<file path="config.mk">
export PLATFORM = sky130hd
export DESIGN_NAME = json_string_unescape_utf8
export DESIGN_NICKNAME = d
export VERILOG_FILES = /design/src/rtl/jsu_pkg.sv /design/src/rtl/json_string_unescape_utf8.sv /design/src/rtl/jsu_fifo.sv /design/src/rtl/jsu_front.sv /design/src/rtl/jsu_back.sv
export VERILOG_INCLUDE_DIRS = /design/src /design/src/rtl
export SDC_FILE = /design/constraint.sdc
export NUM_CORES = 1
export LEC_CHECK = 0
export ABC_AREA = 0
export BUFFER_PORTS_ARGS = -buffer_cell sky130_fd_sc_hd__buf_4
export CAP_MARGIN = 30
export CORE_ASPECT_RATIO = 0.8
export CORE_MARGIN = 2
export CORE_UTILIZATION = 55
export DETAILED_ROUTE_END_ITERATION = 8
export GPL_TIMING_DRIVEN = 0
export PLACE_DENSITY = 0.84
export SETUP_SLACK_MARGIN = 0.2
export SYNTH_ARGS = -nofsm -noshare
export SYNTH_HDL_FRONTEND = slang
export SYNTH_SLANG_ARGS = --single-unit
export TNS_END_PERCENT = 5
</file>
<file path="constraint.sdc">
create_clock -name clock -period 4.6 [get_ports clock]
set_input_delay 0.92 -clock clock [delete_from_list [all_inputs] [get_ports clock]]
set_output_delay 0.92 -clock clock [all_outputs]
set_load 0.005 [all_outputs]
</file>
<file path="src/rtl/json_string_unescape_utf8_assert.svh">
// ----------------------------------------------------------------------------
// Assertion macros for the JSON string unescaper
// Concurrent-assertion forms used by the jsu_back RTL module.
// ----------------------------------------------------------------------------
`ifndef JSON_STRING_UNESCAPE_UTF8_ASSERT_SVH
`define JSON_STRING_UNESCAPE_UTF8_ASSERT_SVH

// The consequent must hold in the same cycle as the antecedent.
`define JSU_ASSERT_SAME(label, clk, rst, ante, cons) \
   label: assert property (@(posedge clk) disable iff (rst) (ante) |-> (cons)) \
      else $error("jsu: same-cycle check failed");

// The consequent must hold in the cycle after the antecedent.
`define JSU_ASSERT_NEXT(label, clk, rst, ante, cons) \
   label: assert property (@(posedge clk) disable iff (rst) (ante) |=> (cons)) \
      else $error("jsu: next-cycle check failed");

`endif

</file>
<file path="src/rtl/jsu_pkg.sv">
// ----------------------------------------------------------------------------
// jsu_pkg
// Types, constants and helper functions of the JSON string unescaper.
// ----------------------------------------------------------------------------
package jsu_pkg;

   localparam int CpWidth      = 21;
   localparam int HexWidth     = 16;
   localparam int FifoDepth    = 4;
   localparam int FifoPtrWidth = $clog2(FifoDepth);
   localparam int FifoCntWidth = FifoPtrWidth + 1;

   // Characters that the escape decoder recognizes.
   localparam logic [CpWidth-1:0] CharBackslash = 21'h00005C;
   localparam logic [CpWidth-1:0] CharQuote     = 21'h000022;
   localparam logic [CpWidth-1:0] CharSlash     = 21'h00002F;
   localparam logic [CpWidth-1:0] CharLowerB    = 21'h000062;
   localparam logic [CpWidth-1:0] CharLowerF    = 21'h000066;
   localparam logic [CpWidth-1:0] CharLowerN    = 21'h00006E;
   localparam logic [CpWidth-1:0] CharLowerR    = 21'h000072;
   localparam logic [CpWidth-1:0] CharLowerT    = 21'h000074;
   localparam logic [CpWidth-1:0] CharLowerU    = 21'h000075;
   localparam logic [CpWidth-1:0] CharDigit0    = 21'h000030;
   localparam logic [CpWidth-1:0] CharDigit9    = 21'h000039;
   localparam logic [CpWidth-1:0] CharLowerA    = 21'h000061;
   localparam logic [CpWidth-1:0] CharUpperA    = 21'h000041;
   localparam logic [CpWidth-1:0] CharUpperF    = 21'h000046;

   // Control characters produced by the short escapes.
   localparam logic [6:0] CtlBackspace = 7'h08;
   localparam logic [6:0] CtlFormFeed  = 7'h0C;
   localparam logic [6:0] CtlNewline   = 7'h0A;
   localparam logic [6:0] CtlReturn    = 7'h0D;
   localparam logic [6:0] CtlTab       = 7'h09;

   // UTF-8 lead and continuation markers.
   localparam logic [7:0] Utf8Cont  = 8'h80;
   localparam logic [7:0] Utf8Lead2 = 8'hC0;
   localparam logic [7:0] Utf8Lead3 = 8'hE0;
   localparam logic [7:0] Utf8Lead4 = 8'hF0;

   // Escape decoder state.
   typedef enum logic [2:0] {
      MODE_PLAIN,
      MODE_ESCAPE,
      MODE_HEX4,
      MODE_HEX3,
      MODE_HEX2,
      MODE_HEX1,
      MODE_DISCARD
   } mode_type;

   // Byte count of an encoded code point, minus one.
   typedef enum logic [1:0] {
      LEN_ONE   = 2'd0,
      LEN_TWO   = 2'd1,
      LEN_THREE = 2'd2,
      LEN_FOUR  = 2'd3
   } len_type;

   // One queued command: either a code point to encode or a single
   // control result (error or token close) without a byte.
   typedef struct packed {
      logic               is_ctrl;
      logic               err;
      logic               last;
      len_type            len_m1;
      logic [CpWidth-1:0] value;
   } cmd_type;

   typedef struct packed {
      logic       ok;
      logic [3:0] val;
   } hex_type;

   typedef struct packed {
      logic       ok;
      logic [6:0] val;
   } esc_type;

   // Value of an ASCII hex digit, with a flag for a valid digit.
   function automatic hex_type hex_digit(input logic [CpWidth-1:0] cp);
      hex_type r;
      r.ok  = 1'b1;
      r.val = cp[3:0];
      if (cp >= CharDigit0 && cp <= CharDigit9) begin
         r.val = cp[3:0];
      end else if ((cp >= CharLowerA && cp <= CharLowerF) ||
                   (cp >= CharUpperA && cp <= CharUpperF)) begin
         r.val = cp[3:0] + 4'd9;
      end else begin
         r.ok = 1'b0;
      end
      return r;
   endfunction

   // Character produced by a one-letter escape.
   function automatic esc_type escape_map(input logic [CpWidth-1:0] cp);
      esc_type r;
      r.ok  = 1'b1;
      r.val = cp[6:0];
      unique case (cp)
         CharQuote, CharBackslash, CharSlash: r.val = cp[6:0];
         CharLowerB: r.val = CtlBackspace;
         CharLowerF: r.val = CtlFormFeed;
         CharLowerN: r.val = CtlNewline;
         CharLowerR: r.val = CtlReturn;
         CharLowerT: r.val = CtlTab;
         default:    r.ok  = 1'b0;
      endcase
      return r;
   endfunction

   // Number of UTF-8 bytes of a code point, minus one.
   function automatic len_type utf8_len(input logic [CpWidth-1:0] cp);
      len_type r;
      if (cp[20:7] == '0) begin
         r = LEN_ONE;
      end else if (cp[20:11] == '0) begin
         r = LEN_TWO;
      end else if (cp[20:16] == '0) begin
         r = LEN_THREE;
      end else begin
         r = LEN_FOUR;
      end
      return r;
   endfunction

   // Byte at position idx of the UTF-8 encoding of cp.
   function automatic logic [7:0] utf8_byte(input logic [CpWidth-1:0] cp,
                                            input len_type len_m1,
                                            input logic [1:0] idx);
      logic [7:0] r;
      r = Utf8Cont | {2'b00, cp[5:0]};
      unique case (len_m1)
         LEN_ONE: r = {1'b0, cp[6:0]};
         LEN_TWO: begin
            if (idx == 2'd0) r = Utf8Lead2 | {3'b000, cp[10:6]};
         end
         LEN_THREE: begin
            if (idx == 2'd0)      r = Utf8Lead3 | {4'h0, cp[15:12]};
            else if (idx == 2'd1) r = Utf8Cont | {2'b00, cp[11:6]};
         end
         LEN_FOUR: begin
            if (idx == 2'd0)      r = Utf8Lead4 | {5'h00, cp[20:18]};
            else if (idx == 2'd1) r = Utf8Cont | {2'b00, cp[17:12]};
            else if (idx == 2'd2) r = Utf8Cont | {2'b00, cp[11:6]};
         end
         default: r = Utf8Cont | {2'b00, cp[5:0]};
      endcase
      return r;
   endfunction

endpackage

</file>
<file path="src/rtl/json_string_unescape_utf8.sv">
// Path: a code point is written into the command queue, and the encoder then loads
// its first byte into the output register, where it stays until it is taken.
// Throughput: one code point per cycle while the command queue has room; the encoder
// sends one UTF-8 byte per cycle while the output is taken, so a multi-byte character
// holds it until its bytes are sent; the four-entry queue absorbs the difference.
// Reset: synchronous, active high; clears decoder mode, queue and output valid.
// ----------------------------------------------------------------------------
// json_string_unescape_utf8
// JSON string unescaper with UTF-8 byte output, split into a decoder front,
// a command queue and a byte encoder back.
// ----------------------------------------------------------------------------
module json_string_unescape_utf8
   import jsu_pkg::*;
(
   input  logic        clock,
   input  logic        reset,
   input  logic        req_tvalid,
   output logic        req_tready,
   input  logic [23:0] req_tdata,  // [20:0] code_point, [23:21] zero
   input  logic        req_tlast,  // token_last
   output logic        rsp_tvalid,
   input  logic        rsp_tready,
   output logic [7:0]  rsp_tdata,  // [7:0] out_byte
   output logic        rsp_tlast,  // run_last
   output logic [2:0]  rsp_tuser   // [0] byte_valid, [1] token_end, [2] escape_error
);

   logic    q_push;
   logic    q_pop;
   logic    q_empty;
   logic    q_full;
   cmd_type q_cmd;
   cmd_type head_cmd;

   // Escape decoder.
   jsu_front u_front (
      .clock      (clock),
      .reset      (reset),
      .req_tvalid (req_tvalid),
      .req_tready (req_tready),
      .req_tdata  (req_tdata),
      .req_tlast  (req_tlast),
      .q_full     (q_full),
      .q_push     (q_push),
      .q_cmd      (q_cmd)
   );

   // Command queue.
   jsu_fifo u_fifo (
      .clock    (clock),
      .reset    (reset),
      .push     (q_push),
      .push_cmd (q_cmd),
      .pop      (q_pop),
      .head_cmd (head_cmd),
      .empty    (q_empty),
      .full     (q_full)
   );

   // Byte encoder.
   jsu_back u_back (
      .clock      (clock),
      .reset      (reset),
      .head_cmd   (head_cmd),
      .q_empty    (q_empty),
      .q_pop      (q_pop),
      .rsp_tvalid (rsp_tvalid),
      .rsp_tready (rsp_tready),
      .rsp_tdata  (rsp_tdata),
      .rsp_tlast  (rsp_tlast),
      .rsp_tuser  (rsp_tuser)
   );

endmodule

</file>
<file path="src/rtl/jsu_fifo.sv">
// ----------------------------------------------------------------------------
// jsu_fifo
// Short command queue between the escape decoder and the byte encoder.
// ----------------------------------------------------------------------------
module jsu_fifo
   import jsu_pkg::*;
(
   input  logic    clock,
   input  logic    reset,
   input  logic    push,
   input  cmd_type push_cmd,
   input  logic    pop,
   output cmd_type head_cmd,
   output logic    empty,
   output logic    full
);

   cmd_type                 entry_ff [FifoDepth];
   logic [FifoPtrWidth-1:0] wr_ptr_ff, wr_ptr_in;
   logic [FifoPtrWidth-1:0] rd_ptr_ff, rd_ptr_in;
   logic [FifoCntWidth-1:0] count_ff, count_in;

   assign empty    = (count_ff == '0);
   assign full     = (count_ff == FifoCntWidth'(FifoDepth));
   assign head_cmd = entry_ff[rd_ptr_ff];

   // Pointer and fill-count updates.
   always_comb begin
      wr_ptr_in = push ? wr_ptr_ff + 1'b1 : wr_ptr_ff;
      rd_ptr_in = pop  ? rd_ptr_ff + 1'b1 : rd_ptr_ff;
      count_in  = count_ff;
      if (push && !pop) begin
         count_in = count_ff + 1'b1;
      end else if (pop && !push) begin
         count_in = count_ff - 1'b1;
      end
   end

   always_ff @(posedge clock) begin
      if (reset) begin
         wr_ptr_ff <= '0;
         rd_ptr_ff <= '0;
         count_ff  <= '0;
      end else begin
         wr_ptr_ff <= wr_ptr_in;
         rd_ptr_ff <= rd_ptr_in;
         count_ff  <= count_in;
      end
   end

   // Entry storage needs no reset.
   always_ff @(posedge clock) begin
      if (push) begin
         entry_ff[wr_ptr_ff] <= push_cmd;
      end
   end

endmodule

</file>
<file path="src/rtl/jsu_front.sv">
// ----------------------------------------------------------------------------
// jsu_front
// Escape decoder: accepts one code point per cycle while the queue is not full and queues commands.
// ----------------------------------------------------------------------------
module jsu_front
   import jsu_pkg::*;
(
   input  logic        clock,
   input  logic        reset,
   input  logic        req_tvalid,
   output logic        req_tready,
   input  logic [23:0] req_tdata,  // [20:0] code_point, [23:21] zero
   input  logic        req_tlast,  // token_last
   input  logic        q_full,
   output logic        q_push,
   output cmd_type     q_cmd
);

   mode_type           mode_ff, mode_in;
   logic [HexWidth-1:0] hex_ff, hex_in;
   logic [CpWidth-1:0] cp;
   logic               accept;
   logic               emit;
   logic               error;
   logic [CpWidth-1:0] value;
   hex_type            dig;
   esc_type            esc;
   logic [HexWidth-1:0] hex_shift;

   assign cp         = req_tdata[CpWidth-1:0];
   assign req_tready = !q_full;
   assign accept     = req_tvalid && req_tready;
   assign dig        = hex_digit(cp);
   assign esc        = escape_map(cp);
   assign hex_shift  = {hex_ff[HexWidth-5:0], dig.val};

   // Classification of the current character in the current mode.
   always_comb begin
      emit  = 1'b0;
      error = 1'b0;
      value = cp;
      unique case (mode_ff)
         MODE_PLAIN: begin
            emit = (cp != CharBackslash);
         end
         MODE_ESCAPE: begin
            value = {14'd0, esc.val};
            if (esc.ok) begin
               emit = 1'b1;
            end else if (cp != CharLowerU) begin
               error = 1'b1;
            end
         end
         MODE_HEX4, MODE_HEX3, MODE_HEX2, MODE_HEX1: begin
            value = {5'd0, hex_shift};
            error = !dig.ok;
            emit  = dig.ok && (mode_ff == MODE_HEX1);
         end
         MODE_DISCARD: begin
         end
         default: begin
         end
      endcase
   end

   // Next decoder state.
   always_comb begin
      mode_in = mode_ff;
      hex_in  = hex_ff;
      unique case (mode_ff)
         MODE_PLAIN: begin
            if (!emit) mode_in = MODE_ESCAPE;
         end
         MODE_ESCAPE: begin
            mode_in = MODE_PLAIN;
            if (!esc.ok && cp == CharLowerU) begin
               mode_in = MODE_HEX4;
               hex_in  = '0;
            end
         end
         MODE_HEX4: begin
            hex_in  = dig.ok ? hex_shift : hex_ff;
            mode_in = MODE_HEX3;
         end
         MODE_HEX3: begin
            hex_in  = dig.ok ? hex_shift : hex_ff;
            mode_in = MODE_HEX2;
         end
         MODE_HEX2: begin
            hex_in  = dig.ok ? hex_shift : hex_ff;
            mode_in = MODE_HEX1;
         end
         MODE_HEX1: begin
            hex_in  = dig.ok ? hex_shift : hex_ff;
            mode_in = MODE_PLAIN;
         end
         MODE_DISCARD: begin
         end
         default: mode_in = MODE_PLAIN;
      endcase
      if (error) mode_in = MODE_DISCARD;
      if (req_tlast) mode_in = MODE_PLAIN;
   end

   // Command for the back end; a token end with nothing else to say
   // closes cleanly only when the token was already being discarded.
   always_comb begin
      q_push        = accept && (emit || error || req_tlast);
      q_cmd.is_ctrl = !emit;
      q_cmd.err     = error || (!emit && mode_ff != MODE_DISCARD);
      q_cmd.last    = req_tlast;
      q_cmd.len_m1  = emit ? utf8_len(value) : LEN_ONE;
      q_cmd.value   = value;
   end

   always_ff @(posedge clock) begin
      if (reset) begin
         mode_ff <= MODE_PLAIN;
         hex_ff  <= '0;
      end else if (accept) begin
         mode_ff <= mode_in;
         hex_ff  <= hex_in;
      end
   end

endmodule

</file>
<file path="src/rtl/jsu_back.sv">
// ----------------------------------------------------------------------------
// jsu_back
// Byte encoder: turns queued commands into UTF-8 byte results.
// ----------------------------------------------------------------------------
module jsu_back
   import jsu_pkg::*;
`include "json_string_unescape_utf8_assert.svh"
(
   input  logic       clock,
   input  logic       reset,
   input  cmd_type    head_cmd,
   input  logic       q_empty,
   output logic       q_pop,
   output logic       rsp_tvalid,
   input  logic       rsp_tready,
   output logic [7:0] rsp_tdata,  // [7:0] out_byte
   output logic       rsp_tlast,  // run_last
   output logic [2:0] rsp_tuser   // [0] byte_valid, [1] token_end, [2] escape_error
);

   logic [1:0] idx_ff, idx_in;
   logic       rsp_tvalid_ff, rsp_tvalid_in;
   logic [7:0] rsp_byte_ff, rsp_byte_in;
   logic       rsp_tlast_ff, rsp_tlast_in;
   logic [2:0] rsp_user_ff, rsp_user_in;
   logic       load;
   logic       final_byte;

   assign rsp_tvalid = rsp_tvalid_ff;
   assign rsp_tdata  = rsp_byte_ff;
   assign rsp_tlast  = rsp_tlast_ff;
   assign rsp_tuser  = rsp_user_ff;

   // The output register takes a new byte when it is empty or being drained.
   assign load       = !q_empty && (!rsp_tvalid_ff || rsp_tready);
   assign final_byte = head_cmd.is_ctrl || (idx_ff == head_cmd.len_m1);
   assign q_pop      = load && final_byte;

   always_comb begin
      idx_in        = idx_ff;
      rsp_tvalid_in = rsp_tvalid_ff && !rsp_tready;
      rsp_byte_in   = rsp_byte_ff;
      rsp_tlast_in  = rsp_tlast_ff;
      rsp_user_in   = rsp_user_ff;
      if (load) begin
         idx_in        = final_byte ? 2'd0 : idx_ff + 2'd1;
         rsp_tvalid_in = 1'b1;
         rsp_byte_in   = head_cmd.is_ctrl ? 8'h00
                                          : utf8_byte(head_cmd.value, head_cmd.len_m1, idx_ff);
         rsp_tlast_in  = final_byte;
         rsp_user_in   = {head_cmd.is_ctrl && head_cmd.err,
                          final_byte && head_cmd.last,
                          !head_cmd.is_ctrl};
      end
   end

   always_ff @(posedge clock) begin
      if (reset) begin
         idx_ff        <= 2'd0;
         rsp_tvalid_ff <= 1'b0;
      end else begin
         idx_ff        <= idx_in;
         rsp_tvalid_ff <= rsp_tvalid_in;
      end
   end

   // Result payload needs no reset.
   always_ff @(posedge clock) begin
      rsp_byte_ff <= rsp_byte_in;
      rsp_tlast_ff <= rsp_tlast_in;
      rsp_user_ff <= rsp_user_in;
   end

   // Finishing a command always produces the run's last result.
   `JSU_ASSERT_NEXT(a_pop_gives_run_last, clock, reset, q_pop, rsp_tvalid_ff && rsp_tlast_ff)
   // A partly sent character stays at the head of the queue.
   `JSU_ASSERT_SAME(a_idx_has_entry, clock, reset, idx_ff != 2'd0, !q_empty && !head_cmd.is_ctrl && idx_ff <= head_cmd.len_m1)
   // An error result carries no byte and ends its run.
   `JSU_ASSERT_SAME(a_error_no_byte, clock, reset, rsp_tvalid_ff && rsp_user_ff[2], !rsp_user_ff[0] && rsp_byte_ff == 8'h00 && rsp_tlast_ff)

endmodule

</file>
==> results of run 1 <==
[layer usage]
layer	track usage (%)	wire length [um]	vias to the layer above
li1	-	-	2067
met1	34.1	6480	2246
met2	38.9	7540	249
met3	6.92	1280	23
met4	7.61	282	0
met5	0	0	-
[stage by stage]
stage	utilization (%)	setup WS, ns	instances	total power, W	instance area (um2)
2_1_floorplan	-	0.686	516	0.00236	6850
3_3_place_gp	60.1	-0.0298	705	0.00266	7310
3_5_place_dp	60.6	-0.00855	709	0.00272	7370
4_1_cts	65.5	0.405	741	0.00411	7970
5_1_grt	65.5	0.204	741	0.00427	7970
6_report	65.5	0.346	741	0.00410	7970
[power by group through the flow]
| stage | combinational [W] | sequential [W] | clock (W) |
|---|---|---|---|
| after global placement | 0.000951 | 0.00170 | 0 |
| after global routing | 0.00112 | 0.00171 | 0.00145 |
| after detailed placement | 0.00101 | 0.00171 | 0 |
| after floorplan | 0.000655 | 0.00171 | 0 |
| after CTS | 0.00102 | 0.00169 | 0.00140 |
| final | 0.00102 | 0.00169 | 0.00139 |
[worst max path at each step]
stage | to | depth (start not counted) | start | slack (ns)
after CTS | u_fifo.count_ff[2] | 15 | req_tdata[0] | 0.41
final | u_fifo.count_ff[2] | 15 | req_tdata[0] | 0.35
after floorplan | u_fifo.count_ff[2] | 14 | req_tdata[0] | 0.69
after detailed placement | u_fifo.count_ff[2] | 15 | req_tdata[0] | -0.009
after global placement | u_fifo.entry_ff[3][18] | 10 | req_tdata[0] | -0.03
after global routing | u_fifo.count_ff[2] | 15 | req_tdata[0] | 0.20
[synthesized netlist by cell type (3+ instances only)]
library cell / count
nand2_1: 45
nor3_1: 7
nor2b_1: 9
inv_1: 20
nor4_1: 4
o21ai_1: 3
mux4_2: 26
o22ai_1: 3
buf_4: 5
o21ai_0: 17
a21oi_1: 23
buf_6: 3
dfxtp_1: 27
a211oi_1: 3
mux2_2: 4
edfxtp_1: 116
and3_1: 6
a22o_1: 3
ha_1: 13
xnor2_1: 4
xor2_1: 4
a21o_1: 8
mux2i_1: 17
nand3_1: 8
and2_1: 13
nor2_1: 40
clkbuf_1: 7
buf_1: 3
buf_2: 6
nand2b_1: 11
a31oi_1: 7
[critical path: cells and delay by family]
family | cells | cell delay, ns
fa+ha+maj | 3 | 0.86
xor+xnor | 1 | 0.19
compound gates | 5 | 1.39
buf+inv | 3 | 0.35
simple gates | 3 | 0.89
[state kept, by name, summed over array words and instances, names as in the netlist, named ones only]
register,count
u_fifo.entry_ff,104
u_fifo.count_ff,3
u_front.mode_ff,3
u_fifo.wr_ptr_ff,2
u_back.rsp_tdata,8
u_back.rsp_tlast,1
u_front.hex_ff,12
u_back.idx_ff,2
u_back.rsp_tuser,3
u_fifo.rd_ptr_ff,2
u_back.rsp_tvalid,1
[logic make-up after synthesis]
group,synth area share (%)
XOR/XNOR,1.02
multiplexers,12.2
AO/OA/AOI/OAI,9.38
AND/OR/NAND/NOR,12.2
buffers and inverters,3.73
adder cells (fa/ha/maj),2.67
flip-flops,58.8
[cell type report]
cell class	count	area (um2)	share of cell area, %
tap	152	190	2.39
sequential	143	4020	50.5
timing repair buffer	41	338	4.24
clock inverter	14	165	2.07
clock buffer	18	429	5.39
inverter	20	75.1	0.942
multi-input combinational	325	2570	32.2
buffer	28	180	2.26
[placed cells by master (no fill, tap or decap), types with 20 or more instances in the layout]
cell,synthesis,layout
inv_1,20,20
dfxtp_1,27,27
a21oi_1,23,23
nand2_1,45,45
edfxtp_1,116,116
buf_4,5,42
nor2_1,40,40
mux4_2,26,26
==> run metrics, run 1 <==
Inserted Diodes=0; RSZ-0062 raised after global routing=false; Layout area overhead=16.4%; Max Fclk=0.235 GHz; wire per inst=21.0 um; Vias/cell=6.19; fraction of layout cells with a size suffix above 1=22.6%; IO Count=43; DRT Pass-1 Iters=6; CTS tree=built; Setup crit start kind=input port; Critical Path End Type=flop; GRT Overall Usage=24.9%; Pleak=2.82 nW; synthesized area=0.00685 mm2; top post-synthesis cells by area=edfxtp_1 (51%), mux4_2 (8.6%), dfxtp_1 (7.9%); Worst R2R End=u_fifo.count_ff[2]; final WL=15,600 um; RePlAce Congestion=0.941; Syn Area/Cell=13.3 um2; hold worst-path end=u_back.rsp_tvalid; Yosys top cell by area=edfxtp_1; fill count=863; register clock-pin slew on the reported worst setup and hold paths=0.06 ns; Final Hold Fails=0; slowest stage delay, CP=0.50 ns; Worst Path Max Fanout=9; gr ovfl total=0; vias in the first global route=4,517; count of different cell masters after synthesis=74; DRC Markers=0; Worst path slowest cell=a2111oi_1; switching pwr=0.00119 W; PostCTS Resize Cnt=0; max_cap viols=0; Routed Antenna Nets=0; Post-Syn Nets=559; share of the synthesized area in the top cell type=50.9%; Initial Util=56.3%; Tcrit/Tclk final=92.5%; Worst VDD drop=0.295 mV; Clock Path Buffers=2; Main synth FF type=edfxtp_1; worst hold slack=0.474 ns; outcome=complete, no violations; Clk Latency, worst-skew pair=0.42 ns; area of the core=0.0122 mm2; worst endpoint required time=4.96 ns; largest net degree at the start of global routing=17; combinational power share=24.9%; crit path time final=4.25 ns; Async SR Flop Fraction=0%; final-report max-slew violation count=0; Root Driver=clkbuf_16; H-tree depth=4; Mapped Cells=516; Finish-stage setup viols=0; initial antenna violation count=0; part of the power in the clock network=33.8%; Yosys reg bits=143; Die X=129 um; HP Start=u_back.rsp_tvalid; Setup TNS Final=0 ns; switching share of total power=28.9%; Syn. warnings=0; DRT iter0 DRCs=573; Num CTS Buffers=17; worst min-delay path category=reg -> reg; HPWL Detailed=10,600 um; Site Rows=36; Cell Int Power=0.00292 W; layout net count=619; number of synthesized flops with an enable pin=116; crit path cell chain=buf_4 > inv_1 > ha_1 > or3b_1 > a2111oi_1 > o21ai_1 > and3_1 > o22a_4 > a31oi_4 > ha_1 > inv_1 > fa_1 > xor2_1 > or3_1 > a21oi_1; die footprint=0.0134 mm2; Chip Height=104 um; vias=4,585; worst-case reg-to-reg path depth=13; first-pass GRT wire length=24,700 um; slew margin rel.=36.9%; Hold Buf Count CTS=0; Sink Count=143; Arrival @ worst endpoint=4.61 ns; Layout Skew=0.00970 ns; register area share after synthesis=58.8%; Setup Buffers After CTS=0; share of power burned in registers=41.2%; PortBufs=37; WS Path Type=in -> reg; power per cell area=515 mW/mm2; Worst-Margin Slew=0.935 ns; worst hold stages=2; Reg2Reg Setup Slack=1.22 ns
Power figures use the tool's default switching activity.
==> run 2: changes to the inputs <==
--- a/config.mk
+++ b/config.mk
@@ -6,12 +6,13 @@
 export SDC_FILE = /design/constraint.sdc
 export NUM_CORES = 1
 export LEC_CHECK = 0
-export ABC_AREA = 0
+export ABC_AREA = 1
 export BUFFER_PORTS_ARGS = -buffer_cell sky130_fd_sc_hd__buf_4
 export CAP_MARGIN = 30
 export CORE_ASPECT_RATIO = 0.8
 export CORE_MARGIN = 2
 export CORE_UTILIZATION = 55
+export CTS_BUF_LIST = sky130_fd_sc_hd__clkbuf_4 sky130_fd_sc_hd__clkbuf_8
 export DETAILED_ROUTE_END_ITERATION = 8
 export GPL_TIMING_DRIVEN = 0
 export PLACE_DENSITY = 0.84
==> run metrics, run 2 <==
Synth Area in XOR/XNOR=0.243%; Chip Height=106 um; Final WS setup=1.27 ns; family with the most delay on the worst path=simple AND/OR/NAND/NOR gates; first-pass GRT wire length=27,300 um; worst-case reg-to-reg path depth=16; count of different cell masters after synthesis=52; Num CTS Buffers=17; top post-synthesis cells by area=edfxtp_1 (48%), dfxtp_1 (7.5%), nand2_1 (7.1%); Largest register FFs=104; H-tree depth=4; Worst-Margin Slew=0.870 ns; RSZ-0062 raised after global routing=false; layout net count=874; worst setup path startpoint=req_tdata[0]; worst min-delay path category=reg -> reg; Commonest cells post-synth=nand2_1 (136), edfxtp_1 (116), nor2_1 (115); switching pwr=0.00201 W; part of the power in the clock network=20.8%; Root Driver=clkbuf_8; Hold Buf Count CTS=0; crit path time final=3.33 ns; Sink Count=143; Vias/cell=5.66; GRT Overall Usage=25.0%; Setup Buffers After CTS=0; share of power burned in registers=38.6%; simple-gate share of the synthesized area=22.3%; fraction of layout cells with a size suffix above 1=16.9%; Max Fclk=0.300 GHz; outcome=complete, no violations; PortBufs=37; die footprint=0.0140 mm2; crit path cell chain=buf_4 > inv_1 > ha_1 > nand2_1 > nor2_1 > nand3_1 > nand2_1 > nor2_2 > nand2_2 > a21oi_2 > nand2_4 > nand2_4 > nand2_2 > nand2_4 > inv_2 > ha_1 > inv_1 > fa_1 > a21oi_1 > o21ai_0 > o21ai_0 > a21oi_1; vias in the first global route=5,602; adder-cell share of the synthesized area=2.53%; Worst Path Max Fanout=8; share of the synthesized area in the top cell type=48.3%; DRC Markers=0; Layout Skew=0.0132 ns; Yosys top cell by area=edfxtp_1; Levels on crit path=22; final WL=16,800 um; most used cell, CP=nand2_4; Most flops, register=u_fifo.entry_ff; Yosys reg bits=143; HPWL Detailed=12,000 um; WS Path Type=in -> reg; wire per inst=16.5 um; largest family of logic cells by synthesized area=simple AND/OR/NAND/NOR gates; Critical Path End Type=flop; Inserted Diodes=0; RePlAce Congestion=0.931; register clock-pin slew on the reported worst setup and hold paths=0.07 ns; Syn Area/Cell=9.33 um2; commonest non-fill, non-tap cell in the layout=nand2_1; Die X=132 um; Compound-Gate Fraction of Synth Area=13.5%; DRT Pass-1 Iters=5; Worst VDD drop=0.415 mV; DRT iter0 DRCs=594; power per cell area=628 mW/mm2; PostCTS Resize Cnt=0; initial antenna violation count=0; Finish-stage setup viols=0; Arrival @ worst endpoint=3.65 ns; Async SR Flop Fraction=0%; final-report max-slew violation count=0; Clk Latency, worst-skew pair=0.44 ns; number of synthesized flops with an enable pin=116; CTS tree=built; Mapped Cells=773; largest net degree at the start of global routing=27; combinational power share=40.6%; register area share after synthesis=55.8%; most frequent cell after synthesis=nand2_1; slew margin rel.=41.9%; max_cap viols=0; vias=5,769; Pleak=3.18 nW; Setup crit start kind=input port; HP Start=u_front.hex_ff[1]; synthesized area=0.00721 mm2; Site Rows=37; Clock Path Buffers=2; most frequent cells in the layout=nand2_1 (136), edfxtp_1 (116), nor2_1 (111), o21ai_0 (77), inv_1 (60); IO Count=43; Routed Antenna Nets=0; Tcrit/Tclk final=72.4%; worst hold stages=2; Layout area overhead=13.7%; Post-Syn Nets=816; Syn. warnings=0; Setup TNS Final=0 ns; Cell Int Power=0.00313 W; worst endpoint required time=4.92 ns; area of the core=0.0128 mm2; reg-to-reg startpoint=u_front.mode_ff[2]; mux cell area share after synthesis=0%; gr ovfl total=0; WP buf/inv=4; Place WS=0.835 ns; Initial Util=56.2%; Worst path slowest cell=fa_1; Main synth FF type=edfxtp_1; Final Hold Fails=0; switching share of total power=39.1%; slowest stage delay, CP=0.38 ns
[run 2: cell types whose count changed after synthesis, sizes merged, moves of 11 or more]
cell	delta
and2	-13
nand2b	-11
inv	+51
nand3	+36
o22ai	+17
nand2	+113
o21ai	+66
mux4	-26
nor2	+89
a21oi	+15
mux2i	-17
[run 2: tightest hold or removal path, cell delays in order, from the launching register on]
cell     delay [ns]
dfxtp_1        0.31
inv_1          0.05
a21oi_1        0.05
[run 2: logic make-up after synthesis]
kind of cell,count (synthesis)
buffers and inverters,96
xor gates and xnor gates,2
DFF,143
AOI/OAI and AO/OA,170
and+or+nand+nor,348
adders and majority gates,14
[run 2: final cells by class]
class,instances,area [um2]
inverter,72,278
clock buffer,23,298
multi-input combinational,534,2810
timing repair buffer,39,313
buffer,24,128
clock inverter,9,133
fill,1050,4630
tap,175,219
sequential,143,4020
[run 2: power by group through the flow]
stage / combinational (W) / sequential [W] / clock, W
3_3_place_gp: 0.00196 / 0.00201 / 0
5_1_grt: 0.00234 / 0.00201 / 0.00112
6_report: 0.00209 / 0.00199 / 0.00107
3_5_place_dp: 0.00204 / 0.00201 / 0
4_1_cts: 0.00206 / 0.00199 / 0.00107
2_1_floorplan: 0.00139 / 0.00200 / 0
[run 2: stage by stage]
step | std cells | hold WS, ns | utilization, % | total power, W | instance area [um2]
global placement | 985 | 0.431 | 60.1 | 0.00397 | 7710
floorplan | 773 | 0.422 | - | 0.00338 | 7210
global route | 1019 | 0.476 | 63.9 | 0.00547 | 8200
detailed placement | 987 | 0.437 | 60.6 | 0.00405 | 7770
finish | 1019 | 0.447 | 63.9 | 0.00515 | 8200
CTS | 1019 | 0.448 | 63.9 | 0.00512 | 8200
[run 2: per-layer routing]
layer	track usage [%]	wire (um)
met1	32.6	7090
met2	42.0	8030
met3	5.10	1430
met4	8.23	276
met5	0	0
[run 2: path summary, 6_finish.rpt]
| kind | end | slack [ns] |
|---|---|---|
| min reg2reg | u_front.hex_ff[1] | 0.45 |
| max | u_fifo.count_ff[2] | 1.27 |
| min | u_front.hex_ff[1] | 0.45 |
| max reg2reg | u_fifo.count_ff[2] | 1.43 |
